## config.mk

```make
export PLATFORM = sky130hd
export DESIGN_NAME = plob_front
export DESIGN_NICKNAME = d
export VERILOG_FILES = /design/src/sv/plob_pkg.sv /design/src/sv/plob_front.sv
export SDC_FILE = /design/constraint.sdc
export NUM_CORES = 1
export LEC_CHECK = 0
export BUFFER_PORTS_ARGS = -buffer_cell sky130_fd_sc_hd__clkbuf_2
export CAP_MARGIN = 20
export CELL_PAD_IN_SITES_DETAIL_PLACEMENT = 0
export CELL_PAD_IN_SITES_GLOBAL_PLACEMENT = 2
export CORE_MARGIN = 10
export CORE_UTILIZATION = 35
export CTS_BUF_LIST = sky130_fd_sc_hd__clkbuf_2
export CTS_CLUSTER_SIZE = 14
export DETAILED_ROUTE_END_ITERATION = 12
export PLACE_DENSITY = 0.73
export RECOVER_POWER = 25
export SYNTH_ARGS = -nofsm -noshare
export SYNTH_HDL_FRONTEND = slang
export SYNTH_SLANG_ARGS = --single-unit
```

## constraint.sdc

```tcl
create_clock -name i_clk -period 4.3 [get_ports i_clk]
set_input_delay 1.075 -clock i_clk [delete_from_list [all_inputs] [get_ports i_clk]]
set_output_delay 1.075 -clock i_clk [all_outputs]
set_load 0.05 [all_outputs]
```

## src/sv/plob_pkg.sv

```systemverilog
`timescale 1ns / 1ps
// ----------------------------------------------------------------------------
// plob_pkg
// Shared types, codes and default sizes of the price level order book.
// ----------------------------------------------------------------------------
package plob_pkg;

    localparam int PRICE_LEVELS_DEF = 1024;
    localparam int LEVEL_DEPTH_DEF  = 16;
    localparam int WORD_BITS_DEF    = 64;

    localparam logic [1:0] CMD_ADD    = 2'd0;
    localparam logic [1:0] CMD_CANCEL = 2'd1;
    localparam logic [1:0] CMD_FILL   = 2'd2;

    localparam logic [23:0] AMOUNT_MAX = 24'd65535;

    localparam logic [2:0] ST_OK      = 3'd0;
    localparam logic [2:0] ST_BEYOND  = 3'd1;
    localparam logic [2:0] ST_FULL    = 3'd2;
    localparam logic [2:0] ST_EXHAUST = 3'd3;
    localparam logic [2:0] ST_TOOBIG  = 3'd4;

    typedef enum logic [1:0] {
        KIND_ADD,
        KIND_CANCEL,
        KIND_FILL,
        KIND_IMM
    } t_kind;

    typedef struct packed {
        t_kind       kind;
        logic [2:0]  imm;
        logic [9:0]  price;
        logic [23:0] amount;
        logic [13:0] position;
    } t_item;

    typedef enum logic [4:0] {
        S_CLEAR,
        S_IDLE,
        S_ADD_RD,
        S_ADD_CHK,
        S_CW,
        S_CB,
        S_CM,
        S_SH,
        S_SHW,
        S_CFIN,
        S_FW,
        S_FB,
        S_FM,
        S_FR,
        S_FT,
        S_FA,
        S_FC,
        S_OUT
    } t_bstate;

endpackage

```

## src/sv/plob_front.sv

```systemverilog
`timescale 1ns / 1ps
// ----------------------------------------------------------------------------
// plob_front
// Accepts command words, settles the cases that need no book state, and
// queues every command, settled or not, for the back end in a two-entry queue.
// ----------------------------------------------------------------------------
module plob_front #(
    parameter int PRICE_LEVELS = plob_pkg::PRICE_LEVELS_DEF
) (
    input  logic             i_clk,
    input  logic             i_rst_n,
    input  logic             i_valid,
    output logic             o_ready,
    input  logic [1:0]       i_command,
    input  logic [9:0]       i_price,
    input  logic [23:0]      i_amount,
    input  logic [13:0]      i_position,
    input  logic             i_busy,
    output plob_pkg::t_item  o_item,
    output logic             o_item_valid,
    input  logic             i_item_pop
);
    import plob_pkg::*;

    t_item      r_q [2];
    logic       r_wp;
    logic       r_rp;
    logic [1:0] r_cnt;
    t_item      w_item;
    logic       w_push;

    always_comb begin
        w_item.price    = i_price;
        w_item.amount   = i_amount;
        w_item.position = i_position;
        w_item.imm      = ST_OK;
        w_item.kind     = KIND_IMM;
        case (i_command)
            CMD_ADD: begin
                if (i_amount > AMOUNT_MAX) begin
                    w_item.imm = ST_TOOBIG;
                end else if (32'(i_price) >= PRICE_LEVELS) begin
                    w_item.imm = ST_BEYOND;
                end else begin
                    w_item.kind = KIND_ADD;
                end
            end
            CMD_CANCEL: w_item.kind = KIND_CANCEL;
            CMD_FILL: begin
                if (i_amount != 24'd0) begin
                    w_item.kind = KIND_FILL;
                end
            end
            default: w_item.kind = KIND_IMM;
        endcase
    end

    assign o_ready      = (r_cnt != 2'd2) && !i_busy;
    assign w_push       = i_valid && o_ready;
    assign o_item_valid = (r_cnt != 2'd0);
    assign o_item       = r_q[r_rp];

    always_ff @(posedge i_clk) begin
        if (w_push) begin
            r_q[r_wp] <= w_item;
        end
    end

    always_ff @(posedge i_clk) begin
        if (!i_rst_n) begin
            r_wp  <= 1'b0;
            r_rp  <= 1'b0;
            r_cnt <= 2'd0;
        end else begin
            if (w_push) begin
                r_wp <= ~r_wp;
            end
            if (i_item_pop) begin
                r_rp <= ~r_rp;
            end
            r_cnt <= r_cnt + 2'(w_push) - 2'(i_item_pop);
        end
    end

endmodule

```

==> summary.txt <==
Drt initial violations: 87
Post-DP HPWL: 5945 um
Die area: 0.01614 mm2
Hold crit path type: reg -> reg
Core footprint: 0.01132 mm2
PnR Total Power: 2.159 mW
Initial antenna violation count: 0
Leakage: 1.730 nW
Hold path cells: 2
Vias in the first global route: 2399
Final min period: 3346 ps
Final core utilization: 42.58%
Yosys cell types: 27
Yosys warning count: 0
Final hold violation count: 0
Crit path buffers/inverters: 2
Clock Latency Late Sink: 540 ps
Number of synthesized flops with an enable pin: 102
Hold_sp: r_wp
Top-area cell type share of the netlist area: 76.36%
Total I/O pin count: 110
Max Cap Viol: 0
Total track usage: 10.04%
Antenna Nets Post-Route: 0
CP arrival: 2270 ps
CTS Buf Count: 9
Overall die height: 127.1 um
Clk network pwr share: 23.1%
Area growth syn-to-layout: 20.18%
Post-CTS resize count: 0
Antenna diode count: 0
Clock transition at path regs: 250 ps
Hold Buf Count CTS: 0
Crit path required time: 3220 ps
Area of the multi-input gates: 794.5 um2
Synth Register Bits: 107
Register Area: 0.003164 mm2
CP max FO: 24
First-pass GRT wire length: 12570 um
Placed instance area: 0.004726 mm2
Grt ovf: 0
Most numerous cell in the Yosys netlist: edfxtp_1
Startpoint Class: flip-flop
RSZ-0062 raised after global routing: no
Worst r2r dst: r_q[0][40]
Worst path cell trace: buf_4 -> mux2_2 -> clkbuf_2
DRC violations left: 0
Net count, final: 374
CTS root buf: clkbuf_2
Cell family with most CP delay: flip-flops
Total internal power: 1.517 mW
Setup_tns: 0 ps
Synth cell count leaders: 102 x edfxtp_1, 51 x mux2_2, 5 x buf_2, 5 x dfxtp_1, 5 x nor2_1
Avg Inst Size Synth: 19.96 um2
Synthesized netlist cell count: 201
Initial Utilization: 35.43%
FP Rows: 39
Top cell type by total area after synthesis: edfxtp_1
Slowest stage cell, crit path: dfxtp_2
Crit end category: output pin
Final setup violation count: 0
Ys async rst share: 0%
Crit Path Class: reg -> out
DRT Pass-1 Iters: 4
H-tree depth: 3
Drt total wl: 8102 um
R2R cell count: 4
Share of post-route cells with drive strength above 1: 46.58%
Post-Syn Area: 0.004011 mm2
Worst slew margin: 60.51%
Power per cell area: 447.8 mW/mm2
Largest net degree at the start of global routing: 28
Fmax: 298.9 MHz
Register area share after synthesis: 78.85%
Status: finished clean
CTS Sinks: 107
Die width: 127.1 um
Period Utilization, post-route: 77.81%
Layout Cell Area excl Fill: 0.004821 mm2
Via density per instance: 4.572
Routed via count: 2126
Port bufs: 107
Hold EP: r_wp
CTS tree: built
Dominant cells by area after synthesis: edfxtp_1 76%, mux2_2 14%, dfxtp_1 2.5%, buf_2 0.62%, ha_1 0.62%
Worst vdd ir: 0.0001791 V
Most used flip-flop cell after synthesis: edfxtp_1
P_sw: 641.3 uW
Clock Path Buffers: 2
Worst-Margin Slew: 592.4 ps
Switching power share of the total: 29.71%
GP Congestion: 0.7219
Worst R2R Start: r_cnt[1]
Reg2Reg Setup Slack: 2100 ps
Combinational power share: 20.0%
Filler cell count: 1067
Buffers inserted by post-CTS timing repair: 0
Post-route clock skew: 10.05 ps
CP peak stage delay: 760 ps
WL/cell: 17.42 um
Flop pwr share: 56.9%
Fin. max-slew vios: 0
-- cells by family (layout without fill, tap and decap cells) --
logic type      Yosys count  in the layout  synth area share (%)
mux                      51             51                 14.32
other cells               1              2               0.09348
fa+ha+maj                 2              2                0.6237
buf+inv                  12            132                 1.466
flops                   107            107                 78.85
simple gates             20             20                 2.995
compound gates            5              5                0.9982
xor+xnor                  3              3                0.6551
-- flip-flops by register name, summed over array words and instances, names as in the netlist, named ones only --
signal / flops
r_q: 102
r_rp: 1
r_cnt: 2
r_wp: 1
-- per-layer routing --
layer / wire (um) / global-route usage [%] / vias up
met5: 0 / 0 / -
met4: 131 / 5.358 / 0
met3: 740 / 4.094 / 11
met2: 3765 / 15.37 / 73
met1: 3464 / 11.87 / 1031
li1: - / - / 1011
-- cell usage in the layout (no fill, tap or decap), drive strengths merged --
cell type  synthesis  final
a21oi              1      1
a311o              1      1
and2               1      1
and3               2      2
buf                7      5
bufinv             0      2
clkbuf             1    116
clkinv             0      4
conb               1      2
dfxtp              5      5
edfxtp           102    102
ha                 2      2
inv                4      5
mux2              51     51
nor2               5      5
nor2b              1      1
nor3               2      2
nor3b              1      1
nor4               2      2
o21ba              1      1
o21bai             1      1
o31ai              1      1
or2                1      1
or3                1      1
or4                4      4
xnor2              2      2
xor2               1      1
-- per-stage QoR --
step           cells  setup WS, ps  hold slack, ps
6_report         465         954.3           525.9
5_1_grt          465         744.4           558.2
4_1_cts          465         808.4           519.4
3_5_place_dp     449          1275           488.5
3_3_place_gp     449          1303           475.1
2_1_floorplan    202         737.1           451.7
-- power groups by stage --
stage / Combinational (mW) / Sequential, mW / Clock (mW)
after detailed placement: 0.443 / 1.25 / 0
after global routing: 0.461 / 1.23 / 0.561
final: 0.432 / 1.23 / 0.499
after floorplan: 0.336 / 1.24 / 0
after CTS: 0.444 / 1.23 / 0.523
after global placement: 0.441 / 1.25 / 0
-- worst reg2reg max path, delay by kind of cell (launching register included) --
family                 cells  cell delay, ps
flip-flops                 1             390
AND/OR/NAND/NOR            2             600
buffers and inverters      2             910
-- worst max-delay path by stage --
stage | to | from | slack [ps] | cells past startpoint
4_1_cts | o_item[18] | flip-flop | 810 | 3
6_report | o_item[18] | flip-flop | 950 | 3
3_3_place_gp | r_q[0][14] | i_busy | 1300 | 4
5_1_grt | o_item[18] | flip-flop | 740 | 3
3_5_place_dp | r_q[0][14] | i_busy | 1280 | 4
2_1_floorplan | r_q[1][0] | i_busy | 740 | 2
-- layout make-up --
cell class / count / area share, %
inverter: 4 / 0.3114
tap: 143 / 3.711
clock buffer: 9 / 0.9343
timing repair buffer: 112 / 11.03
multi-input combinational: 83 / 16.48
clock inverter: 7 / 1.895
sequential: 107 / 65.64
(Power assumes the default switching activity.)
